File: src/hdl/hirfb_pkg.sv
// shared types, constants and microcode rom for the ir command frame builder
// no dependencies; imported by every module of the block
`default_nettype none

package hirfb_pkg;

    // setpoint limits and the code offset
    localparam logic [7:0] TEMP_F_MIN = 8'd60;
    localparam logic [7:0] TEMP_F_MAX = 8'd88;
    localparam logic [7:0] TEMP_BASE  = 8'd60;

    // configuration register indexes
    localparam int CFG_IDX_W = 3;
    localparam logic [CFG_IDX_W-1:0] CFG_POWER    = 3'd0;
    localparam logic [CFG_IDX_W-1:0] CFG_MODE     = 3'd1;
    localparam logic [CFG_IDX_W-1:0] CFG_FAN      = 3'd2;
    localparam logic [CFG_IDX_W-1:0] CFG_SETPOINT = 3'd3;
    localparam logic [CFG_IDX_W-1:0] CFG_VANE     = 3'd4;

    // vane codes that turn swing on
    localparam logic [2:0] VANE_AUTO      = 3'd0;
    localparam logic [2:0] VANE_AUTO_MOVE = 3'd6;

    // microcode program layout
    localparam int STEP_W = 5;
    localparam logic [STEP_W-1:0] STEP_DISPATCH = 5'd0;
    localparam logic [STEP_W-1:0] STEP_LONG     = 5'd8;

    typedef enum logic [1:0] {
        OP_BRANCH,  // wait for a request, then go to the off or long program
        OP_NEXT,    // emit and step on
        OP_JUMP     // emit and jump to target
    } seq_op_t;

    typedef enum logic [2:0] {
        SRC_LIT,
        SRC_TEMP,
        SRC_MODE,
        SRC_FAN,
        SRC_CSUM
    } src_t;

    typedef struct packed {
        seq_op_t           op;
        logic [STEP_W-1:0] target;
        src_t              src;
        logic [7:0]        lit;
        logic [3:0]        idx;
        logic              emit;
        logic              long_f;
        logic              last_f;
        logic              add;
        logic              clr_pend;
    } ucw_t;

    // sequencer to datapath
    typedef struct packed {
        ucw_t cw;
        logic start;
    } ctl_t;

    // datapath to sequencer
    typedef struct packed {
        logic power_on;
        logic out_free;
    } stat_t;

    function automatic ucw_t hirfb_emit(input src_t s, input logic [7:0] lit,
                                        input logic [3:0] idx, input logic lng,
                                        input logic add, input logic last_f);
        ucw_t w;
        w.op       = last_f ? OP_JUMP : OP_NEXT;
        w.target   = STEP_DISPATCH;
        w.src      = s;
        w.lit      = lit;
        w.idx      = idx;
        w.emit     = 1'b1;
        w.long_f   = lng;
        w.last_f   = last_f;
        w.add      = add;
        w.clr_pend = lng & last_f;
        return w;
    endfunction

    function automatic ucw_t hirfb_dispatch();
        ucw_t w;
        w          = '0;
        w.op       = OP_BRANCH;
        w.target   = STEP_LONG;
        w.src      = SRC_LIT;
        return w;
    endfunction

    // control store: dispatch, off frame, long frame
    function automatic ucw_t hirfb_ucode(input logic [STEP_W-1:0] step);
        ucw_t w;
        case (step)
            5'd0:    w = hirfb_dispatch();
            5'd1:    w = hirfb_emit(SRC_LIT,  8'h14, 4'd0,  1'b0, 1'b0, 1'b0);
            5'd2:    w = hirfb_emit(SRC_LIT,  8'h63, 4'd1,  1'b0, 1'b0, 1'b0);
            5'd3:    w = hirfb_emit(SRC_LIT,  8'h00, 4'd2,  1'b0, 1'b0, 1'b0);
            5'd4:    w = hirfb_emit(SRC_LIT,  8'h10, 4'd3,  1'b0, 1'b0, 1'b0);
            5'd5:    w = hirfb_emit(SRC_LIT,  8'h10, 4'd4,  1'b0, 1'b0, 1'b0);
            5'd6:    w = hirfb_emit(SRC_LIT,  8'h02, 4'd5,  1'b0, 1'b0, 1'b0);
            5'd7:    w = hirfb_emit(SRC_LIT,  8'hFD, 4'd6,  1'b0, 1'b0, 1'b1);
            5'd8:    w = hirfb_emit(SRC_LIT,  8'h14, 4'd0,  1'b1, 1'b0, 1'b0);
            5'd9:    w = hirfb_emit(SRC_LIT,  8'h63, 4'd1,  1'b1, 1'b0, 1'b0);
            5'd10:   w = hirfb_emit(SRC_LIT,  8'h00, 4'd2,  1'b1, 1'b0, 1'b0);
            5'd11:   w = hirfb_emit(SRC_LIT,  8'h10, 4'd3,  1'b1, 1'b0, 1'b0);
            5'd12:   w = hirfb_emit(SRC_LIT,  8'h10, 4'd4,  1'b1, 1'b0, 1'b0);
            5'd13:   w = hirfb_emit(SRC_LIT,  8'hFE, 4'd5,  1'b1, 1'b0, 1'b0);
            5'd14:   w = hirfb_emit(SRC_LIT,  8'h09, 4'd6,  1'b1, 1'b0, 1'b0);
            5'd15:   w = hirfb_emit(SRC_LIT,  8'h30, 4'd7,  1'b1, 1'b1, 1'b0);
            5'd16:   w = hirfb_emit(SRC_TEMP, 8'h00, 4'd8,  1'b1, 1'b1, 1'b0);
            5'd17:   w = hirfb_emit(SRC_MODE, 8'h00, 4'd9,  1'b1, 1'b1, 1'b0);
            5'd18:   w = hirfb_emit(SRC_FAN,  8'h00, 4'd10, 1'b1, 1'b1, 1'b0);
            5'd19:   w = hirfb_emit(SRC_LIT,  8'h00, 4'd11, 1'b1, 1'b1, 1'b0);
            5'd20:   w = hirfb_emit(SRC_LIT,  8'h00, 4'd12, 1'b1, 1'b1, 1'b0);
            5'd21:   w = hirfb_emit(SRC_LIT,  8'h00, 4'd13, 1'b1, 1'b1, 1'b0);
            5'd22:   w = hirfb_emit(SRC_LIT,  8'h20, 4'd14, 1'b1, 1'b1, 1'b0);
            5'd23:   w = hirfb_emit(SRC_CSUM, 8'h00, 4'd15, 1'b1, 1'b0, 1'b1);
            default: w = hirfb_dispatch();
        endcase
        return w;
    endfunction

    function automatic logic [7:0] hirfb_mode_code(input logic [2:0] mode);
        logic [7:0] c;
        case (mode)
            3'd0:    c = 8'h04;  // heat
            3'd1:    c = 8'h01;  // cool
            3'd2:    c = 8'h02;  // dry
            3'd4:    c = 8'h03;  // fan
            default: c = 8'h00;  // auto and unknown
        endcase
        return c;
    endfunction

    function automatic logic [7:0] hirfb_fan_code(input logic [2:0] fan);
        logic [7:0] c;
        case (fan)
            3'd1:    c = 8'h04;
            3'd2:    c = 8'h03;
            3'd3:    c = 8'h02;
            3'd4:    c = 8'h01;
            3'd5:    c = 8'h04;  // silent
            default: c = 8'h00;  // auto and unknown
        endcase
        return c;
    endfunction

endpackage

`default_nettype wire

File: src/hdl/hvac_ir_frame_builder_top.sv
// a request transaction moves the step counter to the first byte step; that byte is loaded into
// the output register once it is free. A frame is one dispatch step plus one microcode step per
// byte; the step counter walks one control word per cycle and holds while the output register
// is stalled
// reset: settings return to power on, auto mode, auto fan, 70 F, auto vane; the
// power-on pending flag is set and the sequencer waits at its dispatch step
`default_nettype none

module hvac_ir_frame_builder_top (
    input  wire logic                               clk,
    input  wire logic                               rst_n,
    // request channel
    input  wire logic                               send_valid,
    output logic                                    send_stall,
    input  wire logic                               send_request,
    // configuration write port
    input  wire logic                               cfg_we,
    input  wire logic [hirfb_pkg::CFG_IDX_W-1:0]    cfg_index,
    input  wire logic [7:0]                         cfg_data,
    // frame byte channel
    output logic                                    byte_valid,
    input  wire logic                               byte_stall,
    output logic [7:0]                              frame_byte,
    output logic [3:0]                              byte_index,
    output logic                                    long_frame,
    output logic                                    last_byte
);
    import hirfb_pkg::*;

    ctl_t  ctl;
    stat_t stat;

    // control store and step counter; a request transaction is taken only at the
    // dispatch step, which branches to the off or the long frame program
    hirfb_sequencer u_seq (
        .clk          (clk),
        .rst_n        (rst_n),
        .send_valid   (send_valid),
        .send_request (send_request),
        .send_stall   (send_stall),
        .stat         (stat),
        .ctl          (ctl)
    );

    // settings, byte select, running checksum over bytes 7 to 14, output register
    hirfb_datapath u_dp (
        .clk        (clk),
        .rst_n      (rst_n),
        .cfg_we     (cfg_we),
        .cfg_index  (cfg_index),
        .cfg_data   (cfg_data),
        .ctl        (ctl),
        .stat       (stat),
        .byte_valid (byte_valid),
        .byte_stall (byte_stall),
        .frame_byte (frame_byte),
        .byte_index (byte_index),
        .long_frame (long_frame),
        .last_byte  (last_byte)
    );

endmodule

`default_nettype wire

File: src/hdl/hirfb_sequencer.sv
// microcode sequencer: step counter, control store lookup and jumps
// depends on hirfb_pkg
`default_nettype none

module hirfb_sequencer (
    input  wire logic           clk,
    input  wire logic           rst_n,
    input  wire logic           send_valid,
    input  wire logic           send_request,
    output logic                send_stall,
    input  wire hirfb_pkg::stat_t stat,
    output hirfb_pkg::ctl_t     ctl
);
    import hirfb_pkg::*;

    logic [STEP_W-1:0] step_reg;
    logic [STEP_W-1:0] step_next;
    ucw_t              cw;
    logic              go;

    assign cw         = hirfb_ucode(step_reg);
    assign send_stall = (cw.op != OP_BRANCH);
    assign go         = (cw.op == OP_BRANCH) && send_valid && send_request;

    always_comb
    begin
        step_next = step_reg;
        case (cw.op)
            OP_BRANCH:
            begin
                if (go)
                begin
                    step_next = stat.power_on ? cw.target : STEP_W'(step_reg + 1'b1);
                end
            end
            OP_NEXT:
            begin
                if (stat.out_free)
                begin
                    step_next = STEP_W'(step_reg + 1'b1);
                end
            end
            OP_JUMP:
            begin
                if (stat.out_free)
                begin
                    step_next = cw.target;
                end
            end
            default: step_next = STEP_DISPATCH;
        endcase
    end

    always_ff @(posedge clk or negedge rst_n)
    begin
        if (!rst_n)
        begin
            step_reg <= STEP_DISPATCH;
        end
        else
        begin
            step_reg <= step_next;
        end
    end

    assign ctl.cw    = cw;
    assign ctl.start = go;

endmodule

`default_nettype wire

File: src/hdl/hirfb_datapath.sv
// datapath: settings registers, byte select, checksum accumulator, output register
// depends on hirfb_pkg
`default_nettype none

module hirfb_datapath (
    input  wire logic                               clk,
    input  wire logic                               rst_n,
    input  wire logic                               cfg_we,
    input  wire logic [hirfb_pkg::CFG_IDX_W-1:0]    cfg_index,
    input  wire logic [7:0]                         cfg_data,
    input  wire hirfb_pkg::ctl_t                    ctl,
    output hirfb_pkg::stat_t                        stat,
    output logic                                    byte_valid,
    input  wire logic                               byte_stall,
    output logic [7:0]                              frame_byte,
    output logic [3:0]                              byte_index,
    output logic                                    long_frame,
    output logic                                    last_byte
);
    import hirfb_pkg::*;

    logic       power_reg, power_next;
    logic [2:0] mode_reg, mode_next;
    logic [2:0] fan_reg, fan_next;
    logic [7:0] setpoint_reg, setpoint_next;
    logic [2:0] vane_reg, vane_next;
    logic       pend_reg, pend_next;
    logic [7:0] sum_reg, sum_next;
    logic       valid_reg, valid_next;
    logic [7:0] byte_reg, byte_next;
    logic [3:0] idx_reg, idx_next;
    logic       long_reg, long_next;
    logic       last_reg, last_next;

    logic              out_free;
    logic              fire;
    logic [7:0]        temp_c;
    logic signed [8:0] temp_d;
    logic [8:0]        temp_mag;
    logic [8:0]        temp_q;
    logic [8:0]        temp_qs;
    logic [7:0]        temp_byte;
    logic              swing;
    logic [7:0]        sel_byte;

    assign out_free = !valid_reg || !byte_stall;
    assign fire     = ctl.cw.emit && out_free;

    // clamp, offset, halve toward zero, shift into the high nibble
    always_comb
    begin
        if (setpoint_reg < TEMP_F_MIN)
        begin
            temp_c = TEMP_F_MIN;
        end
        else if (setpoint_reg > TEMP_F_MAX)
        begin
            temp_c = TEMP_F_MAX;
        end
        else
        begin
            temp_c = setpoint_reg;
        end
        temp_d    = $signed({1'b0, temp_c}) - $signed({1'b0, TEMP_BASE});
        temp_mag  = temp_d[8] ? 9'(-temp_d) : 9'(temp_d);
        temp_q    = temp_mag >> 1;
        temp_qs   = temp_d[8] ? 9'(-temp_q) : temp_q;
        temp_byte = {temp_qs[3:0], 4'b0000};
    end

    assign swing = (vane_reg == VANE_AUTO) || (vane_reg == VANE_AUTO_MOVE);

    always_comb
    begin
        case (ctl.cw.src)
            SRC_LIT:  sel_byte = ctl.cw.lit;
            SRC_TEMP: sel_byte = temp_byte | {7'b0, pend_reg};
            SRC_MODE: sel_byte = hirfb_mode_code(mode_reg);
            SRC_FAN:  sel_byte = hirfb_fan_code(fan_reg) | {3'b0, swing, 4'b0};
            SRC_CSUM: sel_byte = 8'(8'd0 - sum_reg);
            default:  sel_byte = ctl.cw.lit;
        endcase
    end

    always_comb
    begin
        power_next    = power_reg;
        mode_next     = mode_reg;
        fan_next      = fan_reg;
        setpoint_next = setpoint_reg;
        vane_next     = vane_reg;
        pend_next     = pend_reg;
        sum_next      = sum_reg;
        valid_next    = valid_reg;
        byte_next     = byte_reg;
        idx_next      = idx_reg;
        long_next     = long_reg;
        last_next     = last_reg;

        if (cfg_we)
        begin
            case (cfg_index)
                CFG_POWER:
                begin
                    if (cfg_data[0] && !power_reg)
                    begin
                        pend_next = 1'b1;
                    end
                    power_next = cfg_data[0];
                end
                CFG_MODE:     mode_next     = cfg_data[2:0];
                CFG_FAN:      fan_next      = cfg_data[2:0];
                CFG_SETPOINT: setpoint_next = cfg_data;
                CFG_VANE:     vane_next     = cfg_data[2:0];
                default:      ;
            endcase
        end

        if (ctl.start)
        begin
            sum_next = 8'd0;
        end

        if (valid_reg && !byte_stall)
        begin
            valid_next = 1'b0;
        end

        if (fire)
        begin
            valid_next = 1'b1;
            byte_next  = sel_byte;
            idx_next   = ctl.cw.idx;
            long_next  = ctl.cw.long_f;
            last_next  = ctl.cw.last_f;
            if (ctl.cw.add)
            begin
                sum_next = 8'(sum_reg + sel_byte);
            end
            if (ctl.cw.clr_pend)
            begin
                pend_next = 1'b0;
            end
        end
    end

    always_ff @(posedge clk or negedge rst_n)
    begin
        if (!rst_n)
        begin
            power_reg    <= 1'b1;
            mode_reg     <= 3'd3;
            fan_reg      <= 3'd0;
            setpoint_reg <= 8'd70;
            vane_reg     <= 3'd0;
            pend_reg     <= 1'b1;
            sum_reg      <= 8'd0;
            valid_reg    <= 1'b0;
        end
        else
        begin
            power_reg    <= power_next;
            mode_reg     <= mode_next;
            fan_reg      <= fan_next;
            setpoint_reg <= setpoint_next;
            vane_reg     <= vane_next;
            pend_reg     <= pend_next;
            sum_reg      <= sum_next;
            valid_reg    <= valid_next;
        end
    end

    always_ff @(posedge clk)
    begin
        byte_reg <= byte_next;
        idx_reg  <= idx_next;
        long_reg <= long_next;
        last_reg <= last_next;
    end

    assign stat.power_on = power_reg;
    assign stat.out_free = out_free;
    assign byte_valid    = valid_reg;
    assign frame_byte    = byte_reg;
    assign byte_index    = idx_reg;
    assign long_frame    = long_reg;
    assign last_byte     = last_reg;

endmodule

`default_nettype wire
File: config.mk
export PLATFORM = sky130hd
export DESIGN_NAME = hvac_ir_frame_builder_top
export DESIGN_NICKNAME = d
export VERILOG_FILES = /design/src/hdl/hirfb_pkg.sv /design/src/hdl/hvac_ir_frame_builder_top.sv /design/src/hdl/hirfb_sequencer.sv /design/src/hdl/hirfb_datapath.sv
export SDC_FILE = /design/constraint.sdc
export NUM_CORES = 1
export LEC_CHECK = 0
export BUFFER_PORTS_ARGS = -buffer_cell sky130_fd_sc_hd__buf_4
export CORE_MARGIN = 5
export CORE_UTILIZATION = 59
export DETAILED_ROUTE_END_ITERATION = 7
export GPL_TIMING_DRIVEN = 0
export PLACE_DENSITY = 0.8
export SLEW_MARGIN = 20
export SYNTH_ARGS = -nofsm -noshare
export SYNTH_HDL_FRONTEND = slang
export SYNTH_SLANG_ARGS = --single-unit
File: constraint.sdc
create_clock -name clk -period 4.2 [get_ports clk]
set_clock_uncertainty 0.1 [all_clocks]
set_input_delay 0.42 -clock clk [delete_from_list [all_inputs] [get_ports clk]]
set_output_delay 0.42 -clock clk [all_outputs]
set_load 0.01 [all_outputs]
### Yosys cells after proc, flatten, opt, wreduce, memory -nomap -nowiden

Memories as Yosys holds them, arrays and structs flattened.
Cells that the tools add are included.

* memories: 1
* word-level logic and storage cells: 92
* output and inout bits: 16
* ROM bits: 736
* input bits: 17
* register bits: 47

Memory list
* (no name shown): depth 32, width 23, read ports 1, clocked after Yosys merged registers in 0, wr ports 0, RTL line hirfb_pkg.sv:97 `case (step)`

* bitwise gates (word level): 2
* reductions and logical operators: 23
* multiplexer cells: 23
* equality and inequality tests: 22
* add/subtract/negate cells: 6
* $lt $le $gt $ge: 2

Operator list (count)
* $mux W8: 6
* $pmux W8 S4: 1
* $mux W5: 5
* $pmux W3 S4: 2
* $eq A3 B2 Y1 const B: 7
* $eq A3 B3 Y1 const B: 6
* $pmux W5 S3: 1
* $eq A3 B1 Y1 const B: 4
* $reduce_and A2 Y1: 5
* $logic_not A3 Y1: 3
* $sub A8 B6 Y9 const B: 1
* $add A8 B8 Y8: 1
* $gt A8 B7 Y1 const B: 1
* $lt A8 B6 Y1 const B: 1
* $or A8 B1 Y8: 1
* $or A8 B5 Y8: 1
* $sub A1 B8 Y8 const A: 1
* $mux W1: 7
* $ne A2 B1 Y1 const B: 3
* $add A5 B1 Y5 const B: 1
* $logic_and A1 B1 Y1: 5
* $neg A5 Y5: 1
* $mux W4: 1
* $neg A4 Y4: 1
* 8 further kinds: 12

### Longest topological paths before layout

Gate-level depths: netlist (run 1).

* word-level depth: 13
* mapped depth: 19
* gate-level depth less buffers: 19

### By module

Synthesis (run 1) repeated with hierarchy kept, for this count alone.

* cells, all modules: 365
* area total of the unflattened synthesis: 3440.8 µm²

Modules (own cells, without submodules)
* hirfb_datapath: cells an instance 254, sequential area each 1129.8 µm², area each 2622.5 µm², times used 1
* hirfb_sequencer: cells an instance 111, sequential area each 125.1 µm², area each 818.3 µm², times used 1

### Worst setup path after synthesis (run 1)

OpenSTA, ideal clock, no wires.

* kind: register -> register
* start point: register u_dp.setpoint_reg[6]
* end point: register u_dp.sum_reg[7]
* buffers on the path: 0
* cell stages (with the launch flop): 16
* library setup time: 0.082 ns
* arrival: 3.625 ns
* setup slack: 0.392 ns
* clock period less this slack: 3.808 ns
* data required time: 4.018 ns
* cells stage by stage: dfstp_2 nand2b_1 or3_2 ha_1 or3_4 o21a_1 ha_1 or3_1 a21oi_1 xnor2_1 o221ai_1 ha_1 a21oi_1 xor2_1 a21oi_1 o22ai_1

* cells in the longest elaborated chain, start to end: 13
* elaborated cells on any way between the ends: 14
* those cells by class: 4 x add/sub; 2 x order compare; 7 x mux; 1 x bitwise

Ends and longest elaborated chain
* start, declared: RTL line hirfb_datapath.sv:25 `logic [7:0] setpoint_reg, setpoint_next;`
* start signal, assigned: RTL line hirfb_datapath.sv:165 `setpoint_reg <= setpoint_next;`
* $gt A8 B7 Y1: RTL line hirfb_datapath.sv:56 `else if (setpoint_reg > TEMP_F_MAX)`
* $mux W8: RTL line hirfb_datapath.sv:56
* $mux W8 (*): RTL line hirfb_datapath.sv:52 `if (setpoint_reg < TEMP_F_MIN)`
* $sub A8 B6 Y9 (*): RTL line hirfb_datapath.sv:64 `temp_d = $signed({1'b0, temp_c}) - $signed({1'b0, TEMP_BASE});`
* $neg A5 Y5: RTL line hirfb_datapath.sv:65 `temp_mag = temp_d[8] ? 9'(-temp_d) : 9'(temp_d);`
* $mux W5: RTL line hirfb_datapath.sv:65
* $neg A4 Y4: RTL line hirfb_datapath.sv:67 `temp_qs = temp_d[8] ? 9'(-temp_q) : temp_q;`
* $mux W4 (*): RTL line hirfb_datapath.sv:67
* $or A8 B1 Y8 (*): RTL line hirfb_datapath.sv:77 `SRC_TEMP: sel_byte = temp_byte | {7'b0, pend_reg};`
* $pmux W8 S4 (*): RTL line hirfb_datapath.sv:75 `case (ctl.cw.src)`
* named net u_dp.sel_byte[6]: RTL line hirfb_datapath.sv:44 `logic [7:0] sel_byte;`
* $add A8 B8 Y8 (*): RTL line hirfb_datapath.sv:138 `sum_next = 8'(sum_reg + sel_byte);`
* $mux W8 (*): RTL line hirfb_datapath.sv:136 `if (ctl.cw.add)`
* $mux W8 (*): RTL line hirfb_datapath.sv:129 `if (fire)`
* named net u_dp.sum_next[7]: RTL line hirfb_datapath.sv:28 `logic [7:0] sum_reg, sum_next;`
* end signal, assigned: RTL line hirfb_datapath.sv:168 `sum_reg <= sum_next;`
* end, declared: RTL line hirfb_datapath.sv:28

The timed path passes the listed nets; every way through them passes the cells marked *.
A chain may end at the register's enable or synchronous reset.

### Final worst setup path (run 1)

Ends and elaborated chain as after synthesis.

==> impl.org, run 1 <==
** Worst hold path
- The worst hold path was traced through 2 stages.
- The worst hold path begins at cfg_data[4].
- Tightest Hold Check Type :: in -> reg
- Endpoint of the worst hold path :: u_dp.setpoint_reg[4]$_DFFE_PN0P_

** Floorplan
- Die width :: 83.87 microns
- Area inside the core boundary :: 5205 sq um
- Die footprint :: 7034 sq um
- Initial standard-cell utilization of the core :: 0.6185
- For this design the top-level I/O count stands at 33.
- Measured along the y axis, the die boundary spans 83.87 microns.
- The initialized floorplan defines 26 standard-cell rows.

** Critical path
- Register-to-register setup slack :: 0.15 ns
- STA puts the critical path data required time at 4.33 ns.
- Maximum fanout encountered on the critical timing path :: 5
- STA classifies the critical path startpoint as a flip-flop.
- Data on the critical path arrives at its endpoint at 4.18 ns.
- Measured in cells, the most critical reg-to-reg path has a length of 15.
- The most critical setup path has its startpoint at u_dp.setpoint_reg[6]$_DFFE_PN1P_.
- Critical path class :: reg -> reg
- The startpoint identified for the worst register-to-register timing path is u_dp.setpoint_reg[6]$_DFFE_PN1P_.
- Kind of end point of the critical path :: flip-flop
- In this run the critical register-to-register path is captured at u_dp.sum_reg[7]$_DFF_PN0_.

** Synth
- Average cell area after synthesis :: 9.845 sq um
- Counting instances in the post-synthesis netlist gives the leading cell types as sky130_fd_sc_hd__nand2_1 (29), sky130_fd_sc_hd__a21oi_1 (26), sky130_fd_sc_hd__dfrtp_1 (26), sky130_fd_sc_hd__mux2_2 (22), sky130_fd_sc_hd__ha_1 (21).
- Most area-hungry cell type in the Yosys netlist :: sky130_fd_sc_hd__dfrtp_1
- Share of the synthesized area in the top cell type :: 0.2021
- Counting every net in the synthesized netlist gives 366.
- For this run, the register share of the synthesized area comes to 0.3898.
- Number of warnings issued by yosys :: 0
- Counting distinct cell types in the post-synthesis netlist gives 63.
- Counting flops with an async set or reset pin after synthesis yields a share of 0.7021.
- Most used flip-flop cell after synthesis :: sky130_fd_sc_hd__dfrtp_1
- Cell with the most instances after synthesis :: sky130_fd_sc_hd__nand2_1
- Counting flops with a built-in enable in the synthesized netlist gives 14.
- After synthesis the netlist holds a flip-flop and latch count of 47.
- Gate count after technology mapping :: 327
- Largest cells by area after synthesis :: sky130_fd_sc_hd__dfrtp_1 (20%), sky130_fd_sc_hd__edfxtp_1 (13%), sky130_fd_sc_hd__ha_1 (8.2%)
- Summing every instance area after synthesis gives 3219 sq um.

** Cells and area
- Combined area of the multi-input logic cells :: 1924 sq um
- The repair_antennas step left the layout with diodes totalling 0.
- Layout fillers :: 410
- Summing all flip-flop and latch instances after layout gives 1257 sq um.
- After the last flow step, the layout net total stands at 415.
- Layout Cell Area excl Fill :: 3796 sq um
- Growth of design area from synthesis to finish :: 17.92%
- Share of cells above drive strength 1 :: 0.2918
- Non-Filler Instances :: 447

** Flow run
- The tool flagged a number of max-cap violations equal to 0.

** Placement
- Including well taps, the total number of placed cells is 430.
- Port-buffer cells :: 32
- Detailed placement finished with a half-perimeter wire length of 5.378 mm.
- The placed instances occupy a cell area of 3562 sq um.
- At the end of routability-driven placement, the weighted congestion stood at 0.9229.
- Post-placement worst setup slack :: -0.6425 ns

** Power and ir drop
- Power density over the cells :: 726.7 nW/um^2
- Cell Int Power :: 1.537 mW
- Power share of the sequential group :: 0.301
- Summed over all cells, the static leakage comes to 1.660 nW.
- Total power for the finished layout comes to 2.759 mW.
- Of the total power, combinational logic draws 0.595.
- Switching Power :: 1.221 mW
- Of the total power, the share spent switching nets is 0.4427.
- Clock network fraction of total power :: 0.104
- Worst ir drop on vdd :: 0.0004988 V

** STA
- The number of max-slew violations in the final report was 0.
- The number of failing hold endpoints at the final stage is 0.
- Tightest hold margin :: 0.2303 ns
- Fmax :: 0.2472 GHz
- The worst path meets setup with 0.1541 ns of slack.
- The worst path needs 4.046 ns of the cycle, external delays included.
- Worst-Margin Slew :: 0.5541 ns
- Setup violations remaining at the end of the flow were counted as 0.
- Share of the clock period used by the worst path :: 0.9633
- Slew headroom :: 0.6306

** Global route
- Entering global routing, the biggest net connects 34 pins.
- The via count of the first global-routing pass was 2524.
- Number of antenna violations at the first check in global routing :: 0
- Overall overflow remaining after global route :: 0
- For this run, the total global-route usage over all layers was measured as 0.2115.
- First-pass GRT wire length :: 12.19 mm

** Clocking
- Clock buffer count from CTS :: 5
- CTS HTree Levels :: 2
- Root Driver :: sky130_fd_sc_hd__clkbuf_8
- Clk sinks :: 47
- Clock-pin transition on the worst setup and hold timing paths :: 0.09 ns
- For the worst-skew pair, the clock arrives at the later sink with an insertion delay of 0.31 ns.
- TritonCTS built the clock tree.
- No sink is reached through more buffers than the 2 on the longest clock path.

** Detailed routing
- Detail-routed net length per standard cell :: 17.32 microns
- The count of nets left with antenna violations once routing finished came out at 0.
- Number of DRC markers in iteration 0 :: 174
- In the routed design, unresolved DRC markers number 0.
- The routed layout has 2751 vias.
- Vias per cell :: 6.154
- Final WL :: 7.743 mm
- For this run, the detailed router's first-pass iteration total came to 5.

** Status
- Outcome :: finished clean
-- how the worst max path moves through the flow --
stage | endpoint | cells past startpoint
detailed placement | u_dp.sum_reg[7]$_DFF_PN0_ | 19
floorplan | u_dp.sum_reg[7]$_DFF_PN0_ | 15
finish | u_dp.sum_reg[7]$_DFF_PN0_ | 15
CTS | u_dp.sum_reg[7]$_DFF_PN0_ | 18
global route | u_dp.sum_reg[7]$_DFF_PN0_ | 15
global placement | u_dp.sum_reg[7]$_DFF_PN0_ | 19
-- cell families after synthesis --
group           Yosys count  share of synthesized area
xor+xnor                 18                    0.04897
simple gates             94                     0.1535
mux                      28                    0.09561
compound gates           92                     0.1904
buf+inv                  26                    0.03381
fa+ha+maj                22                    0.08783
flops                    47                     0.3898
-- power by group through the flow --
stage | registers (mW) | clock network [mW] | logic (mW)
after floorplan | 0.837 | 0 | 1.04
after global placement | 0.823 | 0 | 1.42
after detailed placement | 0.833 | 0 | 1.48
after CTS | 0.829 | 0.292 | 1.51
after global routing | 0.849 | 0.312 | 1.78
final | 0.831 | 0.286 | 1.64
-- timing repair --
action,4_1_cts,5_1_grt
hold endpoints to repair,26,0
setup buffers,0,8
resized for setup,7,16
endpoints found under the setup margin,3,2
hold buffers,1,0
pin swaps,0,3
-- cells in the final DEF (no fill, tap or decap), types with 8 or more instances in the layout --
cell type and n:
sky130_fd_sc_hd__a21oi_1 23, sky130_fd_sc_hd__a22o_1 8, sky130_fd_sc_hd__buf_4 41, sky130_fd_sc_hd__clkbuf_1 8
sky130_fd_sc_hd__dfrtp_1 24, sky130_fd_sc_hd__edfxtp_1 14, sky130_fd_sc_hd__ha_1 17, sky130_fd_sc_hd__inv_1 13
sky130_fd_sc_hd__mux2_2 22, sky130_fd_sc_hd__nand2_1 29, sky130_fd_sc_hd__nor2_1 17, sky130_fd_sc_hd__o21ai_0 12
sky130_fd_sc_hd__xnor2_1 9, sky130_fd_sc_hd__xor2_1 9
-- stage by stage --
step,TNS [ns],utilization
2_1_floorplan,0,-
3_3_place_gp,-0.6381,0.6815
3_5_place_dp,-1.054,0.6844
4_1_cts,0,0.7087
5_1_grt,-0.03874,0.7293
6_report,0,0.7293
-- routing by layer --
layer | global-route usage | part of all wire
met1 | 0.2882 | 0.43
met2 | 0.3435 | 0.48
met3 | 0.03751 | 0.072
met4 | 0.06433 | 0.017
met5 | 0 | 0
-- layout make-up --
cell class,instances,area share
Multi-Input combinational cell,254,0.5069
Clock inverter,3,0.005933
Clock buffer,5,0.01813
Inverter,13,0.01285
Timing Repair Buffer,42,0.08471
Buffer,13,0.01714
Sequential cell,47,0.3312
Tap cell,70,0.02307
-- worst max-delay path, cell delays in order, from the launching register on --
cell,delay (ns)
sky130_fd_sc_hd__dfstp_2,0.60
sky130_fd_sc_hd__nand2b_4,0.07
sky130_fd_sc_hd__or3_2,0.46
sky130_fd_sc_hd__ha_2,0.22
sky130_fd_sc_hd__or3_4,0.36
sky130_fd_sc_hd__o21a_1,0.19
sky130_fd_sc_hd__ha_1,0.19
sky130_fd_sc_hd__or3_1,0.35
sky130_fd_sc_hd__a21oi_1,0.18
sky130_fd_sc_hd__xnor2_1,0.16
sky130_fd_sc_hd__o221ai_2,0.14
sky130_fd_sc_hd__ha_1,0.37
sky130_fd_sc_hd__a21oi_2,0.15
sky130_fd_sc_hd__xor2_1,0.20
sky130_fd_sc_hd__a21oi_1,0.09
sky130_fd_sc_hd__o22ai_1,0.13
Note: power is estimated with default switching activity, not from simulation.
==> run 2: changes to the inputs <==
--- a/config.mk
+++ b/config.mk
@@ -7,10 +7,10 @@
 export LEC_CHECK = 0
 export BUFFER_PORTS_ARGS = -buffer_cell sky130_fd_sc_hd__buf_4
 export CORE_MARGIN = 5
-export CORE_UTILIZATION = 59
+export CORE_UTILIZATION = 64
 export DETAILED_ROUTE_END_ITERATION = 7
 export GPL_TIMING_DRIVEN = 0
-export PLACE_DENSITY = 0.8
+export PLACE_DENSITY = 0.86
 export SLEW_MARGIN = 20
 export SYNTH_ARGS = -nofsm -noshare
 export SYNTH_HDL_FRONTEND = slang
==> constraint.sdc (replaced) <==
create_clock -name clk -period 4.96 [get_ports clk]
set_clock_uncertainty 0.1 [all_clocks]
set_input_delay 0.496 -clock clk [delete_from_list [all_inputs] [get_ports clk]]
set_output_delay 0.496 -clock clk [all_outputs]
set_load 0.01 [all_outputs]
==> run 2 against run 1 <==
  * First-iteration DRC count rose by 110%
  * Combinational power fell by 22%
  * Core utilization rose by 3.3 points
  * Sequential share of layout area rose by 1.0 points
  * Via count fell by 0.36%
==> impl.org, run 2 (synthesis gave the netlist of run 1 again) <==
** Power and ir drop
- The ratio of total power to cell area is 623.2 nW/um^2 (was 726.7 nW/um^2).
- Leak :: 1.619 nW (was 1.660 nW)
- The largest vdd supply drop came to 0.0003000 V (was 0.0004988 V).

** Cells and area
- The total inserted antenna cells came to 0 (unchanged).
- Share of cells above drive strength 1 :: 0.2398 (was 0.2918)
- Growth of design area from synthesis to finish :: 14.07% (was 17.92%)
- The most common library cell in the layout ignoring fill and taps is sky130_fd_sc_hd__buf_4 (unchanged).
- Combined area of the multi-input logic cells :: 1862 sq um (was 1924 sq um)
- Non-Filler Instances :: 434 (was 447)
- The number of inserted filler cells in the final layout came to 341 (was 410).
- The post-layout net count is 405 (was 415).
- The summed area of non-filler cells in the final layout came to 3672 sq um (was 3796 sq um).
- FF/Latch Area :: 1255 sq um (was 1257 sq um)
- Most frequent cells in the layout :: sky130_fd_sc_hd__buf_4 (33), sky130_fd_sc_hd__nand2_1 (29), sky130_fd_sc_hd__dfrtp_1 (26), sky130_fd_sc_hd__a21oi_1 (25), sky130_fd_sc_hd__mux2_2 (22) (was sky130_fd_sc_hd__buf_4 (41), sky130_fd_sc_hd__nand2_1 (29), sky130_fd_sc_hd__dfrtp_1 (24), sky130_fd_sc_hd__a21oi_1 (23), sky130_fd_sc_hd__mux2_2 (22))

** Clocking
- TritonCTS clock tree :: done (unchanged)
- Resized Gates After CTS :: 0 (was 7)
- The count of hold-fix buffers inserted at cts came to 0 (was 1).
- The source-to-sink clock delay at the later pin of the worst-skew pair is 0.31 ns (about the same).
- The number of H-tree levels was 2 (unchanged).
- Clock-pin transition on the worst setup and hold timing paths :: 0.09 ns (about the same)
- The cell chosen for the clock root is sky130_fd_sc_hd__clkbuf_8 (unchanged).
- Number of buffers on the longest clock path :: 2 (unchanged)
- The number of buffers created by CTS was 5 (unchanged).
- The number of buffers added for setup after CTS came to 0 (unchanged).
- The number of clock sinks seen by CTS is 47 (unchanged).

** Detailed routing
- The total wirelength of the detailed-routed design was 7.623 mm (was 7.743 mm).
- The average via count per standard cell came to 6.316 (was 6.154).
- Detail-routed net length per standard cell :: 17.56 microns (was 17.32 microns)
- The count of antenna-violating nets left after detailed routing is 0 (unchanged).
- The first-pass iteration count of the detailed router was 5 (unchanged).
- The count of unresolved DRC violations after routing came to 0 (unchanged).
- The total number of vias came to 2741 (was 2751).
- Number of DRC markers in iteration 0 :: 362 (was 174)

** Placement
- The total instance count after detailed placement came to 426 (was 430).
- HPWL after detailed placement :: 5.528 mm (was 5.378 mm)
- Routability congestion estimate from global placement :: 0.9232 (was 0.9229)
- The number of port buffers is 32 (unchanged).
- The total placed instance area was 3547 sq um (was 3562 sq um).

** Critical path
- The required time reported for the critical path endpoint is 5.09 ns (was 4.33 ns).
- Worst reg2reg path startpoint :: u_seq.step_reg[1]$_DFFE_PN0P_ (was u_dp.setpoint_reg[6]$_DFFE_PN1P_)
- The highest fanout seen on the critical path is 10 (was 5).
- Worst-path cell chain: ha_1 -> ha_1 -> nor2b_1 -> clkbuf_2 -> nand2_1 -> nor2_2 -> nand2_1 -> o21ai_0 -> a31oi_1 -> o21ai_0 -> ha_1 -> a21oi_1 -> o211ai_1 -> o21ai_1 -> or2b_1 -> a21oi_1 -> xor2_1 -> a21oi_1 -> o22ai_1 (was nand2b_4 -> or3_2 -> ha_2 -> or3_4 -> o21a_1 -> ha_1 -> or3_1 -> a21oi_1 -> xnor2_1 -> o221ai_2 -> ha_1 -> a21oi_2 -> xor2_1 -> a21oi_1 -> o22ai_1).
- The nature of the critical path startpoint is a flip-flop (unchanged).
- The critical-path cell with the highest stage delay was sky130_fd_sc_hd__dfrtp_1 (was sky130_fd_sc_hd__dfstp_2).
- Max stage delay on crit path :: 0.57 ns (was 0.60 ns)
- The endpoint kind of the worst setup timing path is a flip-flop (unchanged).
- The category of the most critical setup path is reg -> reg (unchanged).
- Register-to-register setup slack :: 0.38 ns (was 0.15 ns)
- The depth of the worst register-to-register path came to 19 (was 15).
- The end of the worst register-to-register path is u_dp.sum_reg[7]$_DFF_PN0_ (unchanged).
- Data arrival time of the critical path :: 4.71 ns (was 4.18 ns)

** Floorplan
- The starting density of the core is 0.6683 (was 0.6185).
- The site row count is 25 (was 26).
- The die area is 6549 sq um (was 7034 sq um).
- The area of the core region is 4817 sq um (was 5205 sq um).
- Chip height :: 80.93 microns (was 83.87 microns)
- The total I/O pin count was 33 (unchanged).
- Die width :: 80.93 microns (was 83.87 microns)

** Status
- Outcome :: finished clean (unchanged)

** Global route
- Maximum number of pins on one net before global-route repair :: 34 (unchanged)
- The residual overflow from global routing came to 0 (unchanged).
- The via count of the first global-routing pass was 2678 (was 2524).
- The combined global-route utilization of all metal layers is 0.2540 (was 0.2115).
- Number of antenna violations at the first check in global routing :: 0 (unchanged)
- First-pass GRT wire length :: 12.81 mm (was 12.19 mm)

** STA
- Minimum clock period :: 4.582 ns (was 4.046 ns)
- Total negative slack :: 0 ns (unchanged)
- The fmax came to 0.2183 GHz (was 0.2472 GHz).
- The transition time at the pin with the least slew margin came to 0.9504 ns (was 0.5541 ns).
- The total setup violations reported at the end of the flow came to 0 (unchanged).
- Tightest hold margin :: 0.02483 ns (was 0.2303 ns)
- Total count of hold-check failures in the final report :: 0 (unchanged)
- Unrepaired setup endpoints after global routing :: no
- The final clock period utilization by the worst path came to 0.9237 (was 0.9633).
- Max-slew violation count :: 0 (unchanged)
- Slew headroom :: 0.3664 (was 0.6306)

** Worst hold path
- The type of the tightest min-delay check was in -> async (was in -> reg).

** Flow run
- The max-capacitance violation count is 0 (unchanged).
-- run 2: critical path: cells and delay by family (launching register included) --
kind / cells / cell delay (ns)
simple gates: 5 / 0.88
compound gates: 9 / 1.35
fa+ha+maj: 3 / 1.17
flops: 1 / 0.57
buf+inv: 1 / 0.24
xor+xnor: 1 / 0.20
-- run 2: per-layer routing --
metal | vias up | share of wire | global-route usage
li1 | 1280 | - | -
met1 | 1306 | 0.41 | 0.3153
met2 | 131 | 0.48 | 0.4294
met3 | 24 | 0.069 | 0.04989
met4 | 0 | 0.037 | 0.1098
met5 | - | 0 | 0
-- run 2: stage by stage --
step                      setup slack, ns  utilization  power (mW)
after floorplan                     1.152            -       1.590
after global placement             0.3482       0.7356       1.900
after detailed placement           0.2074       0.7364       1.957
after CTS                          0.2065       0.7616       2.269
after global routing              0.08293       0.7623       2.457
final                              0.3783       0.7623       2.288
-- run 2: area by class of cell --
class,instances,share of cell area
multi-input cells,254,0.5070
flip-flops and latches,47,0.3417
repair buffers,32,0.06542
well taps,67,0.02283
clock buffers,6,0.02249
plain buffers,13,0.01670
inverters,13,0.01329
clock inverters,2,0.01056
-- run 2: power breakdown --
group          total (mW)  switching, mW  internal, mW  leakage, nW
combinational        1.28          0.732         0.552         1.02
clock               0.304          0.138         0.166       0.0618
sequential          0.700          0.118         0.582        0.536
-- run 2: how the worst max path moves through the flow --
stage                                      from                         to  slack, ns  cells after the start
3_3_place_gp      u_seq.step_reg[1]$_DFFE_PN0P_  u_dp.sum_reg[7]$_DFF_PN0_       0.35                     19
5_1_grt           u_seq.step_reg[1]$_DFFE_PN0P_  u_dp.sum_reg[7]$_DFF_PN0_       0.08                     19
6_report          u_seq.step_reg[1]$_DFFE_PN0P_  u_dp.sum_reg[7]$_DFF_PN0_       0.38                     19
4_1_cts           u_seq.step_reg[1]$_DFFE_PN0P_  u_dp.sum_reg[7]$_DFF_PN0_       0.21                     19
2_1_floorplan  u_dp.setpoint_reg[6]$_DFFE_PN1P_  u_dp.sum_reg[7]$_DFF_PN0_       1.15                     15
3_5_place_dp      u_seq.step_reg[1]$_DFFE_PN0P_  u_dp.sum_reg[7]$_DFF_PN0_       0.21                     19
